[src/design/mwo_pkg.sv]
`timescale 1ns / 1ps
package mwo_pkg;
   localparam int TABLE_SIZE_DEF = 512;
   localparam int MIP_LEVELS_DEF = 8;
   localparam int INDEX_W = 9;
   localparam logic [17:0] DEFAULT_RATE = 18'd48000;
   localparam logic [16:0] FULL_WEIGHT = 17'd65536;
   localparam logic [23:0] LEVEL_BASE = 24'd14080;

   typedef enum logic [1:0] {
      ACT_TICK  = 2'd0,
      ACT_FREQ  = 2'd1,
      ACT_WRITE = 2'd2,
      ACT_SWAP  = 2'd3
   } action_type;

   typedef enum logic [0:0] {
      CSR_RATE   = 1'b0,
      CSR_BRIGHT = 1'b1
   } csr_index_type;

   typedef struct packed {
      action_type   action;
      logic [23:0]  frequency_hz;
      logic         table_buffer;
      logic         table_tone;
      logic [2:0]   table_level;
      logic [8:0]   table_index;
      logic [15:0]  table_value;
   } req_word_type;

   typedef struct packed {
      logic signed [15:0] sample;
      logic               live_buffer;
   } rsp_word_type;
endpackage

[src/design/mwo_queue.sv]
`timescale 1ns / 1ps
module mwo_queue (
   input  logic                  clock,
   input  logic                  reset,
   input  logic                  in_valid,
   output logic                  in_ready,
   input  mwo_pkg::req_word_type in_word,
   output logic                  out_valid,
   input  logic                  out_ready,
   output mwo_pkg::req_word_type out_word
);
   import mwo_pkg::*;
   req_word_type mem_ff [2];
   logic [1:0] wp_ff, rp_ff;
   logic [1:0] wp_in, rp_in;
   logic push, pop;

   assign in_ready = (wp_ff - rp_ff) != 2'd2;
   assign out_valid = wp_ff != rp_ff;
   assign out_word = mem_ff[rp_ff[0]];
   assign push = in_valid && in_ready;
   assign pop = out_valid && out_ready;
   assign wp_in = wp_ff + {1'b0, push};
   assign rp_in = rp_ff + {1'b0, pop};

   always_ff @(posedge clock) begin
      if (reset) begin
         wp_ff <= '0;
         rp_ff <= '0;
      end else begin
         wp_ff <= wp_in;
         rp_ff <= rp_in;
      end
      if (push) mem_ff[wp_ff[0]] <= in_word;
   end

`ifndef SYNTHESIS
   a_count: assert property (@(posedge clock) disable iff (reset)
      (wp_ff - rp_ff) <= 2'd2) else $error("queue overrun");
   a_hold: assert property (@(posedge clock) disable iff (reset)
      out_valid && !out_ready |=> out_valid) else $error("queue lost word");
   a_full: assert property (@(posedge clock) disable iff (reset)
      !in_ready |-> out_valid) else $error("full but empty");
`endif
endmodule

[config.mk]
export PLATFORM = sky130hd
export DESIGN_NAME = mwo_queue
export DESIGN_NICKNAME = d
export VERILOG_FILES = /design/src/design/mwo_pkg.sv /design/src/design/mwo_queue.sv
export SDC_FILE = /design/constraint.sdc
export NUM_CORES = 1
export LEC_CHECK = 0
export ABC_CLOCK_PERIOD_IN_PS = 5290
export BUFFER_PORTS_ARGS = -buffer_cell sky130_fd_sc_hd__buf_2
export CORE_UTILIZATION = 50
export DETAILED_ROUTE_END_ITERATION = 8
export GPL_TIMING_DRIVEN = 0
export PLACE_DENSITY = 0.8
export SKIP_LAST_GASP = 1
export SLEW_MARGIN = 20
export SYNTH_ARGS = -nofsm -noshare
export SYNTH_HDL_FRONTEND = slang
export SYNTH_SLANG_ARGS = --single-unit
[constraint.sdc]
create_clock -name clock -period 5.29 [get_ports clock]
set_input_delay 0.7935 -clock clock [delete_from_list [all_inputs] [get_ports clock]]
set_output_delay 0.7935 -clock clock [all_outputs]
set_load 0.005 [all_outputs]
* Yosys cells after proc, flatten, opt, wreduce, memory -nomap -nowiden *
Memory sizes are Yosys's and may differ from the RTL's. A register that Yosys moved wholly into a read port is not among the register bits.
Cells that the tools add are included.

storage, ports and cells
  memories kept = 1
  register bits = 4
  input bits = 60
  logic and storage cells = 13
  output and inout bits = 58
  bits in writable memories = 112

cells by class
  add/subtract/negate cells = 3
  equality and inequality tests = 2
  reduce and logical (&&, ||, !) cells = 2
  multiplexer cells = 3

memory list
  name    words  bits a word  read ports  clocked after Yosys merged registers in  wr ports  line             RTL
  mem_ff  2      56           1           1                                        1         mwo_queue.sv:13  req_word_type mem_ff [2];

operators with widths
  kind                count
  $add 2x1->2         2
  $mux 1              3
  $logic_and 1x1->1   2
  $ne 2x2->1          1
  $ne 2x2->1 const B  1
  $sub 2x2->2         1

* Logic depth before layout (Yosys ltp) *
Gate-level depths: netlist of run 1.

  depth after elaboration = 5
  gate-level depth with buffers = 6
  mapped depth without buffers = 5

* Worst setup path after synthesis of run 1 *
No wires, ideal clock.

  path kind = input to register
  start point = in in_valid
  end point = mem mem_ff[1][0] in the netlist's numbering (enable)
  arrival = 2411 ps
  cell stages on the path = 2
  data required time = 4869 ps
  path buffers = 0
  library setup time = 421 ps
  slack = 2457 ps
  cells stage by stage = a21boi_1 -> ha_1

on the way
  word-level cells in the longest chain between the ends = 3

RTL lines
  what                          line             RTL
  from (decl)                   mwo_queue.sv:5   input logic in_valid,
  $logic_and 1x1->1             mwo_queue.sv:21  assign push = in_valid && in_ready;
  $mux 1                        mwo_queue.sv:34  if (push) mem_ff[wp_ff[0]] <= in_word;
  $mux 1 (implied by the code)  mwo_queue.sv:34
  to (decl)                     mwo_queue.sv:13

Every way passes these cells.

==> reports/results.ini, run 1 <==
[outcome]
status=completed

[drt]
drtAntennaViolNets=0
drt_iter0_drc=66
routed_wl_um=7090
vias_per_cell=4.86
route.vias.total=2190
wl_per_cell_um=15.7
dr.pass1.iters=4
drc=0

[global_routing]
track_usage_pct=16.4
grt_pass1_wl_um=10500
grt_max_degree=44
antenna_found_initial=0
gr-total-overflow=0
grt_pass1_vias=2187

[sta]
post-route-period-util_pct=47.3
hold_violations=0
slew_violations=0
worstMarginPinSlew_ns=0.382
slew_headroom_pct=74.5
max_freq_mhz=400
grt_setup_unrepaired=no
min_period_ns=2.50
skew_ns=0.00623
setup_viol=0
setup_tns_ns=0

[logic_synthesis]
synth_compound_area_share_pct=0.344
syn_area_um2=4370
synth-xor-area-share_pct=1.00
synth_top_family_by_area=multiplexers
synth-seq-cells=116
synthSimpleGateAreaFrac_pct=0.573
syn_area_per_cell_um2=22.4
synthMuxAreaShare_pct=17.0
synth_nets=258
yosys_warnings=0
yosys.area_share.adder_pct=0.860
syn_inst=195
synth.distinct_cells=14
yosysSeqAreaShare_pct=78.9

[cells_and_area]
postLayoutCoreUtil_pct=68.9
area_growth_pct=31.7
antenna_cells=0
drive_gt1_share_pct=61.3
finalNetCount=396

[power_and_ir_drop]
comb_power_share_pct=24.3
p_leak_nw=2.25
internal-power_mw=2.35
netSwitchingFraction_pct=24.0
power.density_nw_per_um2=538
seq_power_share_pct=38.9
clkPwrFrac_pct=36.8
switching_power_mw=0.743
vdd_drop_max_mv=0.302

[critical_path]
critPathRequiredTime_ns=4.50
slowest_delay_ns=0.37
crit_chain=buf_6 > buf_6 > mux2_4 > buf_2
critPathLaunchType=flip-flop
slowest_stage=dfxtp_1
path_common_cell=buf_6
cp_max_fo=10
endpoint_kind=primary output
critical_path_arrival_ns=1.71
path_class=flip-flop to primary output

[placed_design]
dp_hpwl_um=4660
port-buffer-count=117
gp_congestion=0.657

[clock_network]
cts.sinks=116
ctsResizeCount=0
htree_levels=4
path_clk_slew_ns=0.05
clk_latency_ns=0.50
cts.path.max_buffers=2
root_buffer=clkbuf_8
ctsHoldBuffers=0
postCtsSetupRepairBufs=0
cts_inserted_buffers=17
cts_tree=done

[die]
ios=118
die_area_um2=9110
core_um2=8340
die_y_um=95.5
initial_core_util_pct=52.4
rows=33
die_x_um=95.5

[flow_run]
maxCapViolations=0

[hold_path]
hp-class=primary input to flip-flop

==> routing by layer <==
metal | track usage (%) | wire length (µm) | vias to the layer above
met5 | 0 | 0 | -
met1 | 18.5 | 2990 | 1052
met4 | 8.21 | 91 | 0
li1 | - | - | 1050
met2 | 27.4 | 3540 | 80
met3 | 6.14 | 456 | 8
==> final cells by class <==
type                    instances  area [µm²]
clock inverters                14         184
plain buffers                   6        55.1
repair buffers                119         626
clock buffers                  18         418
flip-flops and latches        116        3440
fillers                       592        2590
multi-input cells              72         890
inverters                       1        3.75
well taps                     105         131
==> worst paths after layout <==
check / endpoint / startpoint / slack (ns) / cells past startpoint
setup reg to reg: mem_ff[0][47] / rp_ff[0] / 3.20 / 5
hold reg to reg: rp_ff[1] / rp_ff[1] / 0.58 / 2
hold / removal: mem_ff[1][49] / in_word[49] / 0.48 / 1
setup / recovery: out_word[37] / rp_ff[0] / 2.79 / 4
==> placed cells by master, fill, tap and decap left out <==
cell	netlist	final
nand2_1	2	2
inv_1	1	1
buf_6	4	4
xor2_1	1	1
xnor2_1	4	4
nor2b_1	1	1
inv_6	0	1
clkinv_2	0	3
bufinv_16	0	4
dfxtp_1	4	4
clkinvlp_4	0	2
clkbuf_16	0	16
clkbuf_1	0	1
buf_2	2	119
clkinv_4	0	2
mux2_2	26	26
ha_4	0	2
nor2_1	3	3
clkinv_1	0	2
edfxtp_1	112	112
buf_12	0	2
mux2_4	30	30
clkbuf_8	0	1
a21boi_1	2	2
ha_1	3	1
==> through the flow <==
step | hold slack (ns) | setup slack (ns) | total power [mW] | cell area, µm² | std cells
4_1_cts | 0.451 | 2.75 | 3.13 | 5750 | 451
5_1_grt | 0.455 | 2.70 | 3.24 | 5750 | 451
6_report | 0.480 | 2.79 | 3.09 | 5750 | 451
2_1_floorplan | 0.542 | 2.46 | 1.70 | 4370 | 195
3_5_place_dp | 0.573 | 3.04 | 1.98 | 5150 | 419
3_3_place_gp | 0.564 | 1.64 | 1.96 | 5080 | 417
==> state kept, by name (all words and copies together), names as in the netlist <==
signal  cells
rp_ff       2
wp_ff       2
mem_ff    112
==> cells by family after synthesis <==
logic type	count (synthesis)
fa+ha+maj	3
xor+xnor	5
mux	56
compound gates	2
buf+inv	7
flops	116
simple gates	6
==> synth_stat cells <==
library cell    n  area [µm²]
xor2_1          1        8.76
nor2_1          3        11.3
nor2b_1         1        6.26
nand2_1         2        7.51
inv_1           1        3.75
buf_2           2        10.0
ha_1            3        37.5
dfxtp_1         4        80.1
mux2_2         26         293
a21boi_1        2        15.0
buf_6           4        45.0
mux2_4         30         450
xnor2_1         4        35.0
edfxtp_1      112        3360
==> power groups by stage <==
stage	Clock (mW)	Sequential [mW]	Combinational (mW)
floorplan	0	1.22	0.482
CTS	1.16	1.20	0.768
global placement	0	1.22	0.734
finish	1.14	1.20	0.752
detailed placement	0	1.22	0.763
global route	1.20	1.21	0.827
==> worst max-delay path: cells and delay by family, from the launching register on <==
family   cells  cell delay [ns]
buf+inv      3             0.52
flops        1             0.37
mux          1             0.32
(Power assumes the default switching activity.)
==> run 2, diff against run 1 <==
- ABC_AREA: unset -> 1
- ABC_CLOCK_PERIOD_IN_PS: 5290 -> 2300
- CORE_UTILIZATION: 50 -> 47
- PLACE_DENSITY: 0.8 -> 0.79
- clock period: 5.29 -> 2.3 ns (I/O delays scaled with it)
==> reports/results.ini, run 2 <==
[outcome]
status=completed

[critical_path]
r2r_slack_ns=0.22  ; -2.98 ns
path_class=flip-flop to flip-flop
cp_max_fo=28  ; +18
path_delay_family=buffers and inverters
critical_path_buf_inv_count=3  ; unchanged
crit_chain=inv_2 > buf_4 > nand2_1 > nand2_1 > a21oi_2 > ha_4 > buf_12
slowest_delay_ns=0.42  ; +0.05 ns
endpoint_kind=flip-flop
critPathLaunchType=flip-flop
critical_path_arrival_ns=2.27  ; +0.56 ns
slowest_stage=dfxtp_1
path_common_cell=nand2_1
critPathRequiredTime_ns=2.49  ; -2.01 ns

[global_routing]
track_usage_pct=19.0  ; +2.6 points
antenna_found_initial=0  ; unchanged
grt_pass1_wl_um=13400  ; +28%
grt_max_degree=29  ; -34%
grt_pass1_vias=2789  ; +28%
gr-total-overflow=0  ; unchanged

[cells_and_area]
area_growth_pct=33.6
final_common_cell=nand2_1
regArea_um2=3440  ; unchanged
drive_gt1_share_pct=34.9  ; -26 points
finalNetCount=530  ; +34%
multi_input_area_um2=781  ; -12%
largest_reg_flops=112  ; unchanged
layout_common_cells=nand2_1 (179), buf_2 (127), edfxtp_1 (112)
antenna_cells=0  ; unchanged
postLayoutCoreUtil_pct=65.4  ; -3.6 points
nFillCells=657  ; +11%
fin_area_um2=5730  ; -0.39%

[logic_synthesis]
synth_area_leader_cell=edfxtp_1
post-synth-top-count-cell=nand2_1
yosys_warnings=0  ; unchanged
synth_edf_count=112  ; unchanged
syn_area_um2=4290  ; -1.8%
synth_top_area_share_pct=78.5  ; +1.4 points
synth_nets=388  ; +50%
synth_area_leaders=edfxtp_1 (78%), nand2_1 (16%), dfxtp_1 (1.9%), buf_2 (1.2%), ha_1 (0.88%)
synthFlopType=edfxtp_1
synth.distinct_cells=11  ; -3
syn_area_per_cell_um2=13.2  ; -41%
yosysSeqAreaShare_pct=80.3  ; +1.5 points
async_flop_share_pct=0  ; unchanged
syn_inst=325  ; +67%
synth_common_cells=nand2_1 (179), edfxtp_1 (112), buf_2 (10)
synth-seq-cells=116  ; unchanged

[clock_network]
cts_inserted_buffers=17  ; unchanged
path_clk_slew_ns=0.06  ; about the same
clk_latency_ns=0.50  ; about the same
cts.path.max_buffers=2  ; unchanged
root_buffer=clkbuf_8
cts.sinks=116  ; unchanged
cts_tree=done
htree_levels=4  ; unchanged

[sta]
min_period_ns=2.08
slew_violations=0  ; unchanged
skew_ns=0.00676  ; +0.000532 ns
slew_headroom_pct=79.7  ; +5.3 points
hold_violations=0  ; unchanged
post-route-period-util_pct=90.3
grt_setup_unrepaired=no
worstMarginPinSlew_ns=0.304  ; -0.0781 ns
setup_viol=0  ; unchanged
holdWs_ns=0.0331  ; -0.447 ns
setup_tns_ns=0  ; unchanged
max_freq_mhz=481

[drt]
drt_iter0_drc=88  ; +33%
dr.pass1.iters=4  ; unchanged
top_layer_used=met4
wl_met1_um=3560  ; +19%
wl_met3_um=484  ; +6.1%
routed_wl_um=8510  ; +20%
route.vias.total=2770  ; +26%
wl_met2_um=4380  ; +24%
wl_per_cell_um=14.5  ; -7.7%
vias_per_cell=4.72  ; -2.8%
drtAntennaViolNets=0  ; unchanged
drc=0  ; unchanged

[die]
ios=118  ; unchanged
initial_core_util_pct=48.9  ; -3.4 points
die_area_um2=9510  ; +4.3%
core_um2=8760  ; +5.1%
rows=34  ; +3.0%
die_y_um=97.5  ; +2.1%
die_x_um=97.5  ; +2.1%

[placed_design]
dp_hpwl_um=5020  ; +7.8%
placed_area_um2=5030  ; -2.3%
port-buffer-count=117  ; unchanged
gp_congestion=0.662  ; +0.84%

[power_and_ir_drop]
total_power_mw=6.61  ; +110%
vdd_drop_max_mv=0.650  ; +120%
p_leak_nw=2.49  ; +11%
power.density_nw_per_um2=1150  ; +110%

[hold_path]
hp-class=primary input to flip-flop

[flow_run]
maxCapViolations=0  ; unchanged

[run 2: cell types whose count changed after synthesis, moves of 4 or more]
cell / delta
mux2_4: -30
mux2_2: -26
buf_6: -4
nand2_1: +177
inv_1: +5
buf_2: +8
[run 2: final cells by class]
| cell class | count | share of cell area (%) |
|---|---|---|
| flip-flops and latches | 116 | 60.1 |
| repair buffers | 123 | 11.8 |
| well taps | 108 | 2.36 |
| inverters | 7 | 0.459 |
| multi-input cells | 190 | 13.6 |
| plain buffers | 12 | 1.14 |
| clock inverters | 14 | 3.28 |
| clock buffers | 17 | 7.23 |
[run 2: kinds of logic (layout without fill, tap and decap cells)]
group / count (synthesis) / in the layout / synth area share, %
and+or+nand+nor: 183 / 183 / 16.0
DFF: 116 / 116 / 80.3
buffers and inverters: 19 / 173 / 2.13
adders and majority gates: 3 / 3 / 0.876
AOI/OAI and AO/OA: 2 / 2 / 0.234
xor gates and xnor gates: 2 / 2 / 0.409
[run 2: final timing paths]
kind	cells past startpoint	from	end
min reg2reg	2	wp_ff[1]	wp_ff[1]
min	1	in_word[6]	mem_ff[0][6]
max reg2reg	7	rp_ff[0]	mem_ff[0][48]
max	7	rp_ff[0]	mem_ff[0][48]
[run 2: metal layers]
metal  global-route usage (%)  up-vias
met2                     32.4       87
li1                         -     1374
met5                        0        -
met4                     7.69        0
met1                     21.8     1300
met3                     6.69        9
[run 2: timing repair]
| action | in CTS | in global routing |
|---|---|---|
| hold buffers | 0 | 2 |
| cloned | 0 | 0 |
| pin swaps | 1 | 0 |
| hold endpoints to repair | 0 | 3 |
| buffers inserted | 4 | 0 |
| endpoints found under the setup margin | 113 | 49 |
| gates resized for setup | 0 | 1 |
[run 2: through the flow]
stage / cells / worst slack [ns]
after floorplan: 325 / 0.158
after global placement: 550 / -0.335
after detailed placement: 550 / -0.0768
after CTS: 585 / 0.0665
after global routing: 587 / 0.108
final: 587 / 0.222
[run 2: report_power, final]
part           switching [mW]  total [mW]  internal (mW)
registers              0.0683        2.67           2.60
clock network           0.897        2.64           1.74
logic                   0.774        1.29          0.521
total                    1.74        6.61           4.87
==> run 3, diff against run 2 <==
--- a/config.mk
+++ b/config.mk
@@ -7,3 +7,2 @@
 export LEC_CHECK = 0
-export ABC_AREA = 1
 export ABC_CLOCK_PERIOD_IN_PS = 2300
@@ -14,2 +13,3 @@
 export PLACE_DENSITY = 0.79
+export SETUP_SLACK_MARGIN = 0.2
 export SKIP_LAST_GASP = 1
==> constraint.sdc (replaced) <==
create_clock -name clock -period 2.3 [get_ports clock]
set_input_delay 0.115 -clock clock [delete_from_list [all_inputs] [get_ports clock]]
set_output_delay 0.115 -clock clock [all_outputs]
set_load 0.005 [all_outputs]
==> reports/results.ini, run 3 (synthesis gave the netlist of run 1 again) <==
[power_and_ir_drop]
p_leak_nw=2.54  ; +1.9%
power.density_nw_per_um2=1170  ; +1.0%
vdd_drop_max_mv=0.666  ; +2.5%

[sta]
slew_headroom_pct=72.3  ; -7.4 points
post-route-period-util_pct=79.3  ; -11 points
holdWs_ns=0.121  ; +0.0879 ns
min_period_ns=1.82  ; -0.254 ns
hold_violations=0  ; unchanged
grt_setup_unrepaired=no
skew_ns=0.00947  ; +0.00271 ns
worstMarginPinSlew_ns=0.413  ; +0.108 ns
setup_viol=0  ; unchanged
max_freq_mhz=548  ; +14%
slew_violations=0  ; unchanged

[placed_design]
dpl.cell_count=421  ; -23%
gp_congestion=0.653  ; -1.4%
port-buffer-count=117  ; unchanged
dp_hpwl_um=4560  ; -9.1%

[die]
die_area_um2=9680  ; +1.8%
core_um2=8850  ; +0.97%
ios=118  ; unchanged
initial_core_util_pct=49.3  ; +0.43 points
rows=34  ; unchanged
die_y_um=98.4  ; +0.91%
die_x_um=98.4  ; +0.91%

[drt]
drt_iter0_drc=64  ; -27%
drtAntennaViolNets=0  ; unchanged
routed_wl_um=8230  ; -3.3%
wl_met2_um=4580  ; +4.6%
wl_met1_um=3070  ; -14%
drc=7  ; +7
wl_met3_um=519  ; +7.2%
vias_per_cell=4.79  ; +1.5%
top_layer_used=met4
route.vias.total=2471  ; -11%
dr.pass1.iters=6  ; +2
wl_per_cell_um=15.9  ; +10%

[cells_and_area]
area_growth_pct=47.1
finalNetCount=458  ; -14%
antenna_cells=0  ; unchanged
nFillCells=548  ; -17%
final_common_cell=buf_2
regArea_um2=3440  ; unchanged
multi_input_area_um2=893  ; +14%
stdcell_count=516  ; -12%
layout_common_cells=buf_2 (119), edfxtp_1 (112), dlygate4sd3_1 (57)
postLayoutCoreUtil_pct=72.6  ; +7.2 points
largest_reg_flops=112  ; unchanged
drive_gt1_share_pct=53.4  ; +19 points

[clock_network]
htree_levels=4  ; unchanged
path_clk_slew_ns=0.05  ; about the same
root_buffer=clkbuf_8
cts.path.max_buffers=2  ; unchanged
cts_tree=done
cts_inserted_buffers=17  ; unchanged
clk_latency_ns=0.50  ; about the same
cts.sinks=116  ; unchanged

[critical_path]
path_class=flip-flop to primary output
critPathLaunchType=flip-flop
critical_path_arrival_ns=1.71  ; -0.56 ns
critPathRequiredTime_ns=2.18  ; -0.31 ns
cp_max_fo=10  ; -64%
endpoint_kind=primary output

[global_routing]
antenna_found_initial=0  ; unchanged
grt_max_degree=40  ; +38%
grt_pass1_vias=2677  ; -4.0%
track_usage_pct=18.0  ; -0.96 points
gr-total-overflow=0  ; unchanged
grt_pass1_wl_um=12700  ; -5.4%

[outcome]
violations=DRC
status=finished, violations left

[flow_run]
maxCapViolations=0  ; unchanged

[hold_path]
hp-class=primary input to flip-flop

[run 3: cell types whose count changed in the layout (fill, tap and decap cells not counted), moves of 5 or more]
cell,previous run,this run
inv_1,6,1
dlygate4sd3_1,2,57
buf_2,127,119
mux2_4,0,30
nand2_1,179,2
mux2_2,0,26
[run 3: per-stage QoR]
step / setup WS [ns] / cell area (µm²) / power [mW] / setup TNS (ns)
4_1_cts: 0.237 / 6390 / 7.56 / 0
2_1_floorplan: 0.208 / 4370 / 3.90 / 0
3_3_place_gp: -0.304 / 5090 / 4.49 / -32.99
3_5_place_dp: 0.0180 / 5130 / 4.55 / 0
5_1_grt: 0.330 / 6420 / 7.81 / 0
6_report: 0.476 / 6420 / 7.49 / 0
[run 3: path summary, 6_finish.rpt]
kind / from / to / slack (ns) / cells after the start
worst max-delay path: rp_ff[0] / out_word[39] / 0.48 / 4
worst min-delay path: out_ready / rp_ff[0] / 0.12 / 4
worst max register to register: rp_ff[0] / mem_ff[1][12] / 0.50 / 5
worst min register to register: wp_ff[1] / wp_ff[1] / 0.58 / 2
[run 3: timing repair]
item | 4_1_cts | 5_1_grt
setup buffers | 2 | 4
pin swaps | 1 | 2
gates resized for setup | 1 | 0
hold endpoints to repair | 116 | 0
hold buffers | 57 | 0
endpoints found under the setup margin | 95 | 63
[run 3: cell type report]
| cell class | instances | share of cell area, % |
|---|---|---|
| Buffer | 6 | 0.857 |
| Clock buffer | 18 | 6.51 |
| Sequential cell | 116 | 53.6 |
| Inverter | 1 | 0.0584 |
| Timing Repair Buffer | 181 | 19.3 |
| Multi-Input combinational cell | 72 | 13.9 |
| Tap cell | 108 | 2.10 |
| Clock inverter | 14 | 3.64 |
[run 3: layer usage]
layer / vias to the layer above / track usage [%]
li1: 1173 / -
met1: 1199 / 18.0
met2: 92 / 33.4
met3: 7 / 7.30
met4: 0 / 6.77
met5: - / 0
[run 3: critical path, stage by stage, from the launching register on]
cell and delay [ns]:
dfxtp_1 0.38, buf_6 0.19, buf_6 0.20, mux2_4 0.31, buf_2 0.13
[run 3: power breakdown]
| group | internal (mW) | switching [mW] | total, mW |
|---|---|---|---|
| Combinational | 1.06 | 0.806 | 1.87 |
| Clock | 1.97 | 0.885 | 2.86 |
| Sequential | 2.68 | 0.0850 | 2.77 |
